===== config.mk =====
export PLATFORM = sky130hd
export DESIGN_NAME = remote_command_byte_decoder_flat
export DESIGN_NICKNAME = d
export VERILOG_FILES = /design/src/sv/rcbd_pkg.sv /design/src/sv/rcbd_ifs.sv /design/src/sv/remote_command_byte_decoder.sv /design/src/flat_wrapper.sv
export VERILOG_INCLUDE_DIRS = /design/src /design/src/sv
export SDC_FILE = /design/constraint.sdc
export NUM_CORES = 1
export LEC_CHECK = 0
export ABC_AREA = 1
export BUFFER_PORTS_ARGS = -buffer_cell sky130_fd_sc_hd__buf_2
export CORE_MARGIN = 5
export CORE_UTILIZATION = 60
export DETAILED_ROUTE_END_ITERATION = 12
export PLACE_DENSITY = 0.79
export SLEW_MARGIN = 20
export SYNTH_ARGS = -nofsm -noshare
export SYNTH_HDL_FRONTEND = slang
export SYNTH_SLANG_ARGS = --single-unit

===== constraint.sdc =====
create_clock -name clk -period 12.85 [get_ports clk]
set_input_delay 0.6425 -clock clk [delete_from_list [all_inputs] [get_ports clk]]
set_output_delay 0.6425 -clock clk [all_outputs]
set_load 0.01 [all_outputs]

===== src/sv/remote_command_byte_decoder_macros.svh =====
// Assertion macros for the remote command byte decoder.
`ifndef REMOTE_COMMAND_BYTE_DECODER_MACROS_SVH
`define REMOTE_COMMAND_BYTE_DECODER_MACROS_SVH

// Same-cycle implication, checked out of reset.
`define RCBD_ASSERT_NOW(name, ante, cons, msg) \
    name: assert property (@(posedge clk) disable iff (!rst_n) (ante) |-> (cons)) \
        else $error(msg);

// Next-cycle implication, checked out of reset.
`define RCBD_ASSERT_NEXT(name, ante, cons, msg) \
    name: assert property (@(posedge clk) disable iff (!rst_n) (ante) |=> (cons)) \
        else $error(msg);

`endif


===== src/sv/rcbd_pkg.sv =====
// Package: byte codes, motion and gear codes for the remote command byte decoder.
`default_nettype none

package rcbd_pkg;

    localparam logic [7:0] CH_LOW_GEAR  = 8'h59;
    localparam logic [7:0] CH_HIGH_GEAR = 8'h58;
    localparam logic [7:0] CH_STOP      = 8'h5A;
    localparam logic [7:0] CH_FORWARD   = 8'h41;
    localparam logic [7:0] CH_BACK      = 8'h45;
    localparam logic [7:0] CH_RIGHT_0   = 8'h42;
    localparam logic [7:0] CH_RIGHT_1   = 8'h43;
    localparam logic [7:0] CH_RIGHT_2   = 8'h44;
    localparam logic [7:0] CH_LEFT_0    = 8'h46;
    localparam logic [7:0] CH_LEFT_1    = 8'h47;
    localparam logic [7:0] CH_LEFT_2    = 8'h48;
    localparam logic [7:0] CH_OPEN      = 8'h7B;
    localparam logic [7:0] CH_CLOSE     = 8'h7D;
    localparam logic [7:0] CH_REPORT    = 8'h50;
    localparam logic [7:0] CH_ZERO      = 8'h30;
    localparam logic [7:0] CH_LAST_SEL  = 8'h35;

    typedef enum logic [2:0] {
        MOTION_STOP    = 3'd0,
        MOTION_FORWARD = 3'd1,
        MOTION_BACK    = 3'd2,
        MOTION_LEFT    = 3'd3,
        MOTION_RIGHT   = 3'd4
    } motion_t;

    typedef enum logic [1:0] {
        GEAR_HIGH = 2'd1,
        GEAR_LOW  = 2'd2
    } gear_t;

endpackage

`default_nettype wire


===== src/sv/rcbd_ifs.sv =====
// Channel interfaces: received byte in, decoded command out.
`default_nettype none

interface rcbd_rx_if;
    logic       valid;
    logic       ready;
    logic [7:0] rx_byte;

    modport source (output valid, output rx_byte, input ready);
    modport sink   (input valid, input rx_byte, output ready);
endinterface

interface rcbd_res_if;
    logic               valid;
    logic               ready;
    logic [2:0]         motion;
    logic [1:0]         speed_gear;
    logic               param_write;
    logic [2:0]         param_select;
    logic signed [31:0] param_value;
    logic               report_request;

    modport source (output valid, output motion, output speed_gear, output param_write,
                    output param_select, output param_value, output report_request,
                    input ready);
    modport sink   (input valid, input motion, input speed_gear, input param_write,
                    input param_select, input param_value, input report_request,
                    output ready);
endinterface

`default_nettype wire


===== src/sv/remote_command_byte_decoder.sv =====
// Remote command byte decoder: one received byte in, one decoded command item out.
//
// rx carries one received byte per item (valid/ready). res carries one result
// item per accepted byte: motion, current speed gear, a gain write (select and
// saturated decimal value) when a '}' closes a parameter frame, and a report
// request when the frame's fourth byte is 'P'.
// The result of an accepted byte is registered and shows on res in the cycle
// after acceptance. Throughput is one item per cycle while res is not stalled; the
// decode, the times-ten accumulate and the saturation sit between the input
// handshake and the result register.
// rx.ready is high while the result register is empty or being taken, so a
// stalled receiver holds the result in place and stops input after one item.
// Frame bytes beyond FRAME_DEPTH are dropped while the frame stays open.
// Reset (rst_n low, asynchronous) empties the result register, selects the
// low speed gear and clears the open frame.
`default_nettype none
`include "remote_command_byte_decoder_macros.svh"

module remote_command_byte_decoder
    import rcbd_pkg::*;
#(
    parameter int FRAME_DEPTH = 64
) (
    input  wire logic clk,
    input  wire logic rst_n,
    rcbd_rx_if.sink   rx,
    rcbd_res_if.source res
);

    localparam int CNT_W = $clog2(FRAME_DEPTH + 1);
    localparam logic [CNT_W-1:0] CNT_MAX = CNT_W'(FRAME_DEPTH);
    localparam logic signed [36:0] SAT_MAX = 37'sd2147483647;
    localparam logic signed [36:0] SAT_MIN = -37'sd2147483648;

    // frame state
    gear_t              gear_reg, gear_next;
    logic               collecting_reg, collecting_next;
    logic [CNT_W-1:0]   count_reg, count_next;
    logic [7:0]         sel_byte_reg, sel_byte_next;
    logic [7:0]         fourth_reg, fourth_next;
    logic signed [31:0] acc_reg, acc_next;

    // result register
    logic               out_valid_reg, out_valid_next;
    motion_t            motion_reg, motion_next;
    gear_t              out_gear_reg;
    logic               wr_reg, wr_next;
    logic [2:0]         psel_reg, psel_next;
    logic signed [31:0] pval_reg, pval_next;
    logic               rep_reg, rep_next;

    logic               take;
    logic [7:0]         b;
    logic [7:0]         sel_off;
    logic signed [36:0] acc_wide;
    logic signed [36:0] acc_sum;

    assign take     = rx.valid && rx.ready;
    assign rx.ready = !out_valid_reg || res.ready;
    assign b        = rx.rx_byte;
    assign sel_off  = sel_byte_reg - CH_ZERO;

    // accumulator * 10 + (byte - '0')
    assign acc_wide = 37'(acc_reg);
    assign acc_sum  = (acc_wide <<< 3) + (acc_wide <<< 1) + 37'($signed({1'b0, b}))
                      - 37'sd48;

    always_comb
    begin
        gear_next       = gear_reg;
        collecting_next = collecting_reg;
        count_next      = count_reg;
        sel_byte_next   = sel_byte_reg;
        fourth_next     = fourth_reg;
        acc_next        = acc_reg;
        out_valid_next  = out_valid_reg;
        motion_next     = motion_reg;
        wr_next         = wr_reg;
        psel_next       = psel_reg;
        pval_next       = pval_reg;
        rep_next        = rep_reg;

        if (res.ready)
        begin
            out_valid_next = 1'b0;
        end

        if (take)
        begin
            out_valid_next = 1'b1;

            if (b == CH_LOW_GEAR)
            begin
                gear_next = GEAR_LOW;
            end
            else if (b == CH_HIGH_GEAR)
            begin
                gear_next = GEAR_HIGH;
            end

            case (b)
                CH_FORWARD: motion_next = MOTION_FORWARD;
                CH_BACK:    motion_next = MOTION_BACK;
                CH_LEFT_0, CH_LEFT_1, CH_LEFT_2:    motion_next = MOTION_LEFT;
                CH_RIGHT_0, CH_RIGHT_1, CH_RIGHT_2: motion_next = MOTION_RIGHT;
                default:    motion_next = MOTION_STOP;
            endcase

            wr_next   = 1'b0;
            psel_next = 3'd0;
            pval_next = 32'sd0;
            rep_next  = 1'b0;

            if (b == CH_CLOSE)
            begin
                if (fourth_reg == CH_REPORT)
                begin
                    rep_next = 1'b1;
                end
                else if (sel_byte_reg >= CH_ZERO && sel_byte_reg <= CH_LAST_SEL)
                begin
                    wr_next   = 1'b1;
                    psel_next = sel_off[2:0];
                    pval_next = acc_reg;
                end
                collecting_next = 1'b0;
                count_next      = '0;
                sel_byte_next   = 8'd0;
                fourth_next     = 8'd0;
                acc_next        = 32'sd0;
            end
            else if ((collecting_reg || b == CH_OPEN) && count_reg < CNT_MAX)
            begin
                collecting_next = 1'b1;
                if (count_reg == CNT_W'(1))
                begin
                    sel_byte_next = b;
                end
                if (count_reg == CNT_W'(3))
                begin
                    fourth_next = b;
                end
                if (count_reg >= CNT_W'(3))
                begin
                    if (acc_sum > SAT_MAX)
                    begin
                        acc_next = 32'sh7FFF_FFFF;
                    end
                    else if (acc_sum < SAT_MIN)
                    begin
                        acc_next = 32'sh8000_0000;
                    end
                    else
                    begin
                        acc_next = acc_sum[31:0];
                    end
                end
                count_next = count_reg + CNT_W'(1);
            end
            else if (b == CH_OPEN)
            begin
                collecting_next = 1'b1;
            end
        end
    end

    always_ff @(posedge clk or negedge rst_n)
    begin
        if (!rst_n)
        begin
            gear_reg       <= GEAR_LOW;
            collecting_reg <= 1'b0;
            count_reg      <= '0;
            sel_byte_reg   <= 8'd0;
            fourth_reg     <= 8'd0;
            acc_reg        <= 32'sd0;
            out_valid_reg  <= 1'b0;
        end
        else
        begin
            gear_reg       <= gear_next;
            collecting_reg <= collecting_next;
            count_reg      <= count_next;
            sel_byte_reg   <= sel_byte_next;
            fourth_reg     <= fourth_next;
            acc_reg        <= acc_next;
            out_valid_reg  <= out_valid_next;
        end
    end

    // payload needs no reset
    always_ff @(posedge clk)
    begin
        motion_reg   <= motion_next;
        out_gear_reg <= (take) ? gear_next : out_gear_reg;
        wr_reg       <= wr_next;
        psel_reg     <= psel_next;
        pval_reg     <= pval_next;
        rep_reg      <= rep_next;
    end

    assign res.valid          = out_valid_reg;
    assign res.motion         = motion_reg;
    assign res.speed_gear     = out_gear_reg;
    assign res.param_write    = wr_reg;
    assign res.param_select   = psel_reg;
    assign res.param_value    = pval_reg;
    assign res.report_request = rep_reg;

    `RCBD_ASSERT_NEXT(a_close_ends_frame, take && b == CH_CLOSE, !collecting_reg && count_reg == '0, "close byte left frame open")
    `RCBD_ASSERT_NOW(a_count_bounded, 1'b1, count_reg <= CNT_MAX, "frame count past depth")
    `RCBD_ASSERT_NEXT(a_take_gives_result, take, res.valid, "accepted byte produced no result")
    `RCBD_ASSERT_NOW(a_write_or_report, res.valid && res.param_write, !res.report_request && res.param_select <= 3'd5, "bad gain write result")

endmodule

`default_nettype wire


===== src/flat_wrapper.sv =====
// flat-port wrapper written by rule: the top's interface ports become plain ports
module remote_command_byte_decoder_flat import rcbd_pkg::*;
#(
    parameter int FRAME_DEPTH = 64
)
  (clk, rst_n, rx_valid, rx_rx_byte, rx_ready, res_valid, res_motion, res_speed_gear, res_param_write, res_param_select, res_param_value, res_report_request, res_ready);
  rcbd_rx_if rx_i ();
  rcbd_res_if res_i ();
  input  wire logic clk;
  input  wire logic rst_n;
  input wire logic [$bits(rx_i.valid)-1:0] rx_valid;
  input wire logic [$bits(rx_i.rx_byte)-1:0] rx_rx_byte;
  output wire logic [$bits(rx_i.ready)-1:0] rx_ready;
  output wire logic [$bits(res_i.valid)-1:0] res_valid;
  output wire logic [$bits(res_i.motion)-1:0] res_motion;
  output wire logic [$bits(res_i.speed_gear)-1:0] res_speed_gear;
  output wire logic [$bits(res_i.param_write)-1:0] res_param_write;
  output wire logic [$bits(res_i.param_select)-1:0] res_param_select;
  output wire logic [$bits(res_i.param_value)-1:0] res_param_value;
  output wire logic [$bits(res_i.report_request)-1:0] res_report_request;
  input wire logic [$bits(res_i.ready)-1:0] res_ready;
  assign rx_i.valid = rx_valid;
  assign rx_i.rx_byte = rx_rx_byte;
  assign rx_ready = rx_i.ready;
  assign res_valid = res_i.valid;
  assign res_motion = res_i.motion;
  assign res_speed_gear = res_i.speed_gear;
  assign res_param_write = res_i.param_write;
  assign res_param_select = res_i.param_select;
  assign res_param_value = res_i.param_value;
  assign res_report_request = res_i.report_request;
  assign res_i.ready = res_ready;
  remote_command_byte_decoder #(.FRAME_DEPTH(FRAME_DEPTH)) u_core (.clk(clk), .rst_n(rst_n), .rx(rx_i), .res(res_i));
endmodule

Word level (Yosys, flattened, before mapping). Index checks and enable logic that the tools add are counted.

Flip-flop bits (word level): 101. Latch bits: 0. Bits in writable memories: 0. Bits in read-only memories: 0. Input port bits: 12. Output and inout port bits: 44. Logic and storage cells: 86. Memories: 0.

$add $sub $neg: 5. $mul: 0. Divide/modulo/power cells: 0. Order comparisons: 6. Equality and inequality tests: 15. Shifts and indexed selects: 0. Mux-type cells: 24. Bitwise logic cells: 2. Reduce and logical (&&, ||, !) cells: 21.

Operator list (number): 32-bit two-way mux (5); 8-bit by 7-bit == test with 1-bit output, second input constant (13); 8-bit two-way mux (6); 37-bit by 9-bit adder with 37-bit output (1); 37-bit by 32-bit > comparator with 1-bit output, second input constant (1); 37-bit by 32-bit less-than comparator with 1-bit output, second input constant (1); 37-bit by 7-bit subtractor with 37-bit output, second input constant (1); 35-bit by 33-bit adder with 36-bit output (1); 7-bit two-way mux (2); 3-bit one-hot mux with 4 select lines (1); 2-bit nonzero test (5); 3-bit AND reduction (3); 3-bit OR reduction (3); 8-bit by 6-bit >= comparator with 1-bit output, second input constant (1); 8-bit by 6-bit <= comparator with 1-bit output, second input constant (1); 7-bit by 1-bit adder with 7-bit output, second input constant (1); 7-bit by 1-bit == test with 1-bit output, second input constant (1); 7-bit by 2-bit == test with 1-bit output, second input constant (1); 7-bit by 2-bit >= comparator with 1-bit output, second input constant (1); 7-bit less-than comparator, second input constant (1); 1-bit two-way mux (7); 2-bit two-way mux (3); 2-bit AND reduction (2); 1-bit logical AND (3); 6 further kinds (8).

Longest topological paths before layout. Gate-level depths: netlist (run 1).

Word-level depth: 9. Gate-level depth with buffers: 33.

Worst setup path after synthesis (run 1). No wires, ideal clock.

Path type: reg2reg. Start point: register u_core.acc_reg[2]. End point: register u_core.acc_reg[10]. Setup time: 123 ps. Arrival: 3889 ps. Data required time: 12727 ps. Setup slack: 8839 ps. Cell stages (with the launch flop): 26. Path through: dfrtp_1 > ha_1 > or2_1 > and2_1 > xor2_1 > ha_1 > inv_1 > ha_1 > a21o_1 > a21oi_1 > inv_1 > a21boi_1 > o21ai_0 > nand2_1 > nand3_1 > nand3_1 > nand3_1 > nand2_1 > nand3_1 > nand2_1 > nand2_1 > nor2_1 > nand2_2 > nand3_4 > buf_12 > nand3_2.

Word-level cells in the longest chain between the ends: 9. Elaborated cells between the ends (all ways): 10. Those cells by class: 3 x add/sub; 2 x order compare; 5 x mux.

Ends and longest elaborated chain: start, declared (RTL line remote_command_byte_decoder.sv:41) `logic signed [31:0] acc_reg, acc_next;`; start signal, assigned (RTL line remote_command_byte_decoder.sv:186) `acc_reg <= acc_next;`; 35-bit by 33-bit adder with 36-bit output (*) (RTL line remote_command_byte_decoder.sv:65) `assign acc_sum = (acc_wide <<< 3) + (acc_wide <<< 1) + 37'($signed({1'b0, b}))`; 37-bit by 9-bit adder with 37-bit output (*) (RTL line remote_command_byte_decoder.sv:65); 37-bit by 7-bit subtractor with 37-bit output (*) (RTL line remote_command_byte_decoder.sv:66) `- 37'sd48;`; 37-bit by 32-bit less-than comparator with 1-bit output (RTL line remote_command_byte_decoder.sv:149) `else if (acc_sum < SAT_MIN)`; 32-bit two-way mux (RTL line remote_command_byte_decoder.sv:149); 32-bit two-way mux (*) (RTL line remote_command_byte_decoder.sv:145) `if (acc_sum > SAT_MAX)`; 32-bit two-way mux (*) (RTL line remote_command_byte_decoder.sv:143) `if (count_reg >= CNT_W'(3))`; 32-bit two-way mux (*) (RTL line remote_command_byte_decoder.sv:132) `else if ((collecting_reg || b == CH_OPEN) && count_reg < CNT_MAX)`; 32-bit two-way mux (*) (RTL line remote_command_byte_decoder.sv:114) `if (b == CH_CLOSE)`.

Every way passes the cells marked *; elsewhere a longest branch is shown, timed or not. The select of a mux whose other input is x is not followed. A chain may end at the register's enable or synchronous reset.

Worst setup path after layout (run 1).
Start point: register u_core.acc_reg[2]. End point: register u_core.acc_reg[6].

The elaborated chain is that of the path after synthesis.

==> results of run 1 <==
## synth_stat cells, drive strengths merged (7+ instances only)
| cell | number |
|---|---|
| nor2 | 112 |
| nand4 | 18 |
| dfrtp | 58 |
| xor2 | 32 |
| o31ai | 8 |
| xnor2 | 16 |
| nor4 | 7 |
| buf | 8 |
| nand3 | 111 |
| a21oi | 68 |
| o21ai | 29 |
| inv | 200 |
| ha | 71 |
| nor3 | 12 |
| clkbuf | 8 |
| nand2 | 343 |
| edfxtp | 42 |
| o21bai | 9 |
## logic make-up (layout without fill, tap and decap cells)
logic type / after synthesis / after routing / share of synthesized area [%]
AND/OR/NAND/NOR: 616 / 616 / 33.0
buffers and inverters: 216 / 274 / 10.2
XOR/XNOR: 48 / 48 / 4.94
flip-flops: 101 / 101 / 32.2
adder cells (fa/ha/maj): 73 / 73 / 10.9
AO/OA/AOI/OAI: 129 / 129 / 8.81
## path summary, 6_finish.rpt
check | endpoint | depth (start not counted)
worst max-delay path | u_core.acc_reg[6] | 30
worst min-delay path | u_core.sel_byte_reg[6] | 2
worst max register to register | u_core.acc_reg[6] | 30
worst min register to register | u_core.fourth_reg[6] | 2
max in group asynchronous | u_core.gear_reg[0] | 2
min in group clk | u_core.fourth_reg[6] | 2
## per-layer routing
layer / up-vias / routed length (µm) / share of wire [%]
met4: 0 / 510 / 2.3
met5: - / 0 / 0
met1: 3636 / 10200 / 47
met2: 313 / 9320 / 43
met3: 42 / 1710 / 7.9
li1: 3929 / - / -
## cell type report
type	instances	area share [%]
Clock inverter	5	0.529
Timing Repair Buffer	58	3.23
Clock buffer	11	2.74
Inverter	200	8.14
Sequential cell	101	29.7
Multi-Input combinational cell	866	53.2
Tap cell	180	2.44
## layout by cell type, fill, tap and decap left out, types with 16 or more instances in the layout
cell and instances:
o21ai_0 29, xnor2_1 16, nand3_1 81, nand3_2 29, inv_1 195, a21oi_1 65
buf_2 55, nand4_1 18, dfrtp_1 58, nand2_1 330, edfxtp_1 42, nor2_1 103
xor2_1 32, ha_1 71
## metrics by stage
stage / cell area [µm²] / utilization [%] / hold slack [ps] / setup WS (ps)
floorplan: 8520 / - / 347 / 8840
global placement: 8930 / 64.3 / 465 / 8060
detailed placement: 8930 / 64.3 / 483 / 7940
CTS: 9230 / 66.5 / 470 / 7860
global route: 9230 / 66.5 / 504 / 7220
finish: 9230 / 66.5 / 432 / 7800
==> flow_summary.yaml, run 1 <==
critical_path:
  crit_buf_inv: 6
  cp-start-kind: "register"
  critPathArrivalTime_ps: 5250
  rr_startpoint: "u_core.acc_reg[2]"
  cp_slowest_stage_delay_ps: 410
  cp_top_family: "simple AND/OR/NAND/NOR gates"
  crit_top_cell: "nand2_1"
  critical_path.max_fanout: 26
  ff2ff_setup_slack_ps: 7800
  cp-end-kind: "register"
  cp.required_ps: 13040
  path_class: "reg -> reg"
  cpMaxStageDelayCell: "dfrtp_1"
  startpoint: "u_core.acc_reg[2]"
timing:
  setup_viol: 0
  rsz0062_at_grt: "false"
  clock_skew_ps: 12.9
  finalHoldViolCount: 0
  fmax_mhz: 198
  worstMarginPinSlew_ps: 795
  slew_headroom_pct: 46.6
  slew_viol_final: 0
  fin_crit_sh_pct: 39.3
  tns_ps: 0
  fin_crit_ps: 5050
global_routing:
  grt_overflow: 0
  grt_use_total_pct: 26.7
  use_met2_pct: 40.8
  busiest_layer: "met2"
  grt_start_max_net_pins: 60
  grt.met1_usage_pct: 39.8
  grt_pass1_wl_um: 36000
  grt_antenna_before_repair: 0
  grtUsageMet3_pct: 3.09
  grt_pass1_vias: 7387
placed_design:
  port_buffers: 55
  place_hpwl_um: 17600
  gp_congestion: 0.939
  placed_cells: 1405
job:
  maxCapViolCount: 0
synthesis:
  yosysTopAreaCellShare_pct: 17.0
  synth_area_leaders: "dfrtp_1 17%, edfxtp_1 15%, nand2_1 15%"
  synthCells: 1183
  postSynthAreaPerCell_um2: 7.20
  yosys_most_used_dff: "dfrtp_1"
  async_flop_share_pct: 58.4
  ys_types: 47
  synth-edff-count: 42
  synth_nets: 1268
  yosysTopAreaCell: "dfrtp_1"
  yosysSeqAreaShare_pct: 32.2
  synth_area_um2: 8520
  ys_ff_latch: 101
  yosys_warnings: 0
finish:
  stdcell_count: 1421
  multi_input_area_um2: 4910
  drive_gt1_share_pct: 11.6
  syn_to_final_growth_pct: 8.34
  fillers: 1193
  antenna-diode-count: 0
  fin_nets: 1321
  seqCellArea_um2: 2740
die:
  die_h_um: 129
  start_util_pct: 61.4
  core_area_um2: 13900
  pin_count: 56
  die_w_um: 129
  std_cell_rows: 43
  dieArea_um2: 16700
clock_network:
  cts.path.max_buffers: 2
  worstSkewPairLatency_ps: 340
  cts.sinks: 101
  cts_made_buffers: 9
  clk_pin_slew_ps: 80
  htreeDepth: 3
  hold_buffers: 0
  cts-root-buf: "clkbuf_16"
  cts-resized-gates: 0
  cts_tree: "built"
  postCtsSetupBuffers: 0
worst_hold_path:
  hold_path_class: "in -> async"
routing:
  wirelength_um: 21700
  drc_errors: 0
  drt_pre_antenna_iters: 7
  drt_iter0_markers: 815
  drtAntennaViolNets: 0
  wl_per_cell_um: 15.3
  viasPerCell: 5.57
  num_vias: 7920
run_status:
  status: "complete, no violations"
Power of run 1 is left out: the tool's default activity adds up to more than one toggle a clock period on the data nets, which glitch-free logic cannot reach.
==> run 2: changes to the inputs <==
ABC_AREA = 0   (was 1)
CORE_UTILIZATION = 56   (was 60)
PLACE_DENSITY = 0.78   (was 0.79)
clock period = 4.45 ns   (was 12.85 ns; I/O delays follow)
==> flow_summary.yaml, run 2 <==
run_status:
  status: "finished with violations"
  violations: "negative setup slack"
synthesis:
  ys_ff_latch: 101
  yosysSeqAreaShare_pct: 33.3
  synth_area_leaders: "dfrtp_1 18%, edfxtp_1 15%, ha_1 11%"
  yosysMostFrequentCell: "ha_1"
  synth_top_family_by_area: "compound AO/OA/AOI/OAI gates"
  synthCells: 854
  yosysTopAreaCell: "dfrtp_1"
  yosys_warnings: 0
  synth_compound_area_share_pct: 25.2
  yosys-mux-area-fraction_pct: 0.533
  synth_xor_xnor_area_share_pct: 7.52
  yosysTopAreaCellShare_pct: 17.7
  ys_types: 98
  async_flop_share_pct: 58.4
  synthSimpleGateAreaFrac_pct: 16.8
  synth_area_um2: 8210
  synth.top_cells.by_count: "71 x ha_1, 63 x nand2_1, 58 x dfrtp_1"
  synthAdderAreaFrac_pct: 11.9
  postSynthAreaPerCell_um2: 9.62
  synth_nets: 939
  synth-edff-count: 42
  yosys_most_used_dff: "dfrtp_1"
routing:
  wirelength_um: 29100
  drt_iter0_markers: 999
  drtAntennaViolNets: 0
  num_vias: 8802
  wl_per_cell_um: 21.5
  drt_pre_antenna_iters: 5
  drc_errors: 0
  viasPerCell: 6.52
placed_design:
  place_hpwl_um: 18400
  placed_cells: 1305
  port_buffers: 55
  gp_congestion: 0.950
worst_hold_path:
  hold_path_class: "in -> async"
clock_network:
  cts.sinks: 101
  cts_tree: "built"
  worstSkewPairLatency_ps: 360
  clk_pin_slew_ps: 70
  hold_buffers: 0
  htreeDepth: 3
  cts-root-buf: "clkbuf_16"
  cts_made_buffers: 9
  cts.path.max_buffers: 2
critical_path:
  critical_path.max_fanout: 6
  cp-end-kind: "register"
  cpMaxStageDelayCell: "dfrtp_1"
  cp-start-kind: "register"
  critPathArrivalTime_ps: 5740
  cp_slowest_stage_delay_ps: 540
  path_class: "reg -> reg"
  cp.required_ps: 4740
  crit_top_cell: "buf_4"
timing:
  fmax_mhz: 184
  fin_crit_ps: 5450
  worstMarginPinSlew_ps: 859
  tns_ps: -29440
  setup_ws_ps: -995
  rsz0062_at_grt: "true"
  slew_headroom_pct: 42.6
  slew_viol_final: 0
  clock_skew_ps: 8.35
  fin_crit_sh_pct: 122
  setup_viol: 32
  finalHoldViolCount: 0
global_routing:
  grt_pass1_wl_um: 42200
  grt_antenna_before_repair: 0
  grt_start_max_net_pins: 60
  grt_pass1_vias: 8207
  grt_use_total_pct: 29.5
  grt_overflow: 0
die:
  die_h_um: 131
  start_util_pct: 56.7
  pin_count: 56
  std_cell_rows: 44
  core_area_um2: 14500
  die_w_um: 131
  dieArea_um2: 17200
finish:
  stdcell_count: 1351
  syn_to_final_growth_pct: 40.3
  multi_input_area_um2: 5600
  fin_nets: 1247
  layout_commonest_cell: "buf_4"
  antenna-diode-count: 0
  drive_gt1_share_pct: 40.9
  seqCellArea_um2: 2750
  layout_common_cells: "259 x buf_4, 62 x nand2_1, 55 x buf_2, 52 x ha_1, 52 x dfrtp_1"
  fillers: 762
job:
  maxCapViolCount: 0
run 2: cell types whose count changed after synthesis, moves of 11 or more:
cell	delta
a21o_1	+30
a221o_1	+26
and2_1	+41
inv_1	-147
nand2_1	-267
nand2_2	-11
nand3_1	-54
nand3_2	-28
nor2_1	-59
o21a_1	+11
xnor2_1	+11
run 2: metal layers:
metal  global-route usage, %  share of wire, %  vias up
met4                    9.76               5.3        0
met2                    50.1                47      647
met1                    38.7                38     4180
li1                        -                 -     3810
met3                    4.51               9.7      165
met5                       0                 0        -
run 2: cell type report:
class,count,area share (%)
clock buffer,9,1.95
multi-input combinational,669,48.6
tap,184,2.00
inverter,53,1.75
clock inverter,7,0.586
timing repair buffer,328,21.3
sequential,101,23.8
run 2: worst paths after layout:
path	start	to	slack, ps	cells after the start
max reg2reg	u_core.acc_reg[5]	u_core.acc_reg[23]	-1000	25
min reg2reg	u_core.gear_reg[0]	u_core.gear_reg[0]	510	2
min in group clk	rx_valid	u_core.res.valid	80	2
min	rst_n	u_core.acc_reg[10]	5	2
max	u_core.acc_reg[5]	u_core.acc_reg[23]	-1000	25
max in group asynchronous	rst_n	u_core.acc_reg[2]	3860	2
run 2: timing repair:
| item | in CTS | in global routing |
|---|---|---|
| gates cloned | 2 | 1 |
| setup buffers | 17 | 12 |
| resized for setup | 39 | 54 |
| setup endpoints to repair | 32 | 32 |
| pin swaps | 20 | 48 |
run 2: per-stage QoR:
step / instance area (µm²) / hold slack [ps] / setup slack (ps) / utilization (%)
after floorplan: 8270 / -73.1 / -555 / -
after global placement: 10500 / 421 / -796 / 72.2
after detailed placement: 10500 / 425 / -889 / 72.2
after CTS: 11100 / 49.2 / -774 / 77.0
after global routing: 11500 / 86.4 / -1170 / 79.6
final: 11500 / 5.33 / -995 / 79.6
run 2: critical path: cells and delay by family, from the launching register on:
family / cells / cell delay [ps]
AND/OR/NAND/NOR: 5 / 700
AO/OA/AOI/OAI: 10 / 2270
adder cells (fa/ha/maj): 2 / 620
flip-flops: 1 / 540
buffers and inverters: 7 / 1080
XOR/XNOR: 1 / 180
run 2: cells by family (layout without fill, tap and decap cells):
group / count (synthesis) / count (layout)
flops: 101 / 101
mux: 4 / 4
fa+ha+maj: 78 / 78
simple gates: 260 / 260
xor+xnor: 62 / 62
buf+inv: 84 / 397
compound gates: 265 / 265
Power of run 2 is left out for the same reason.
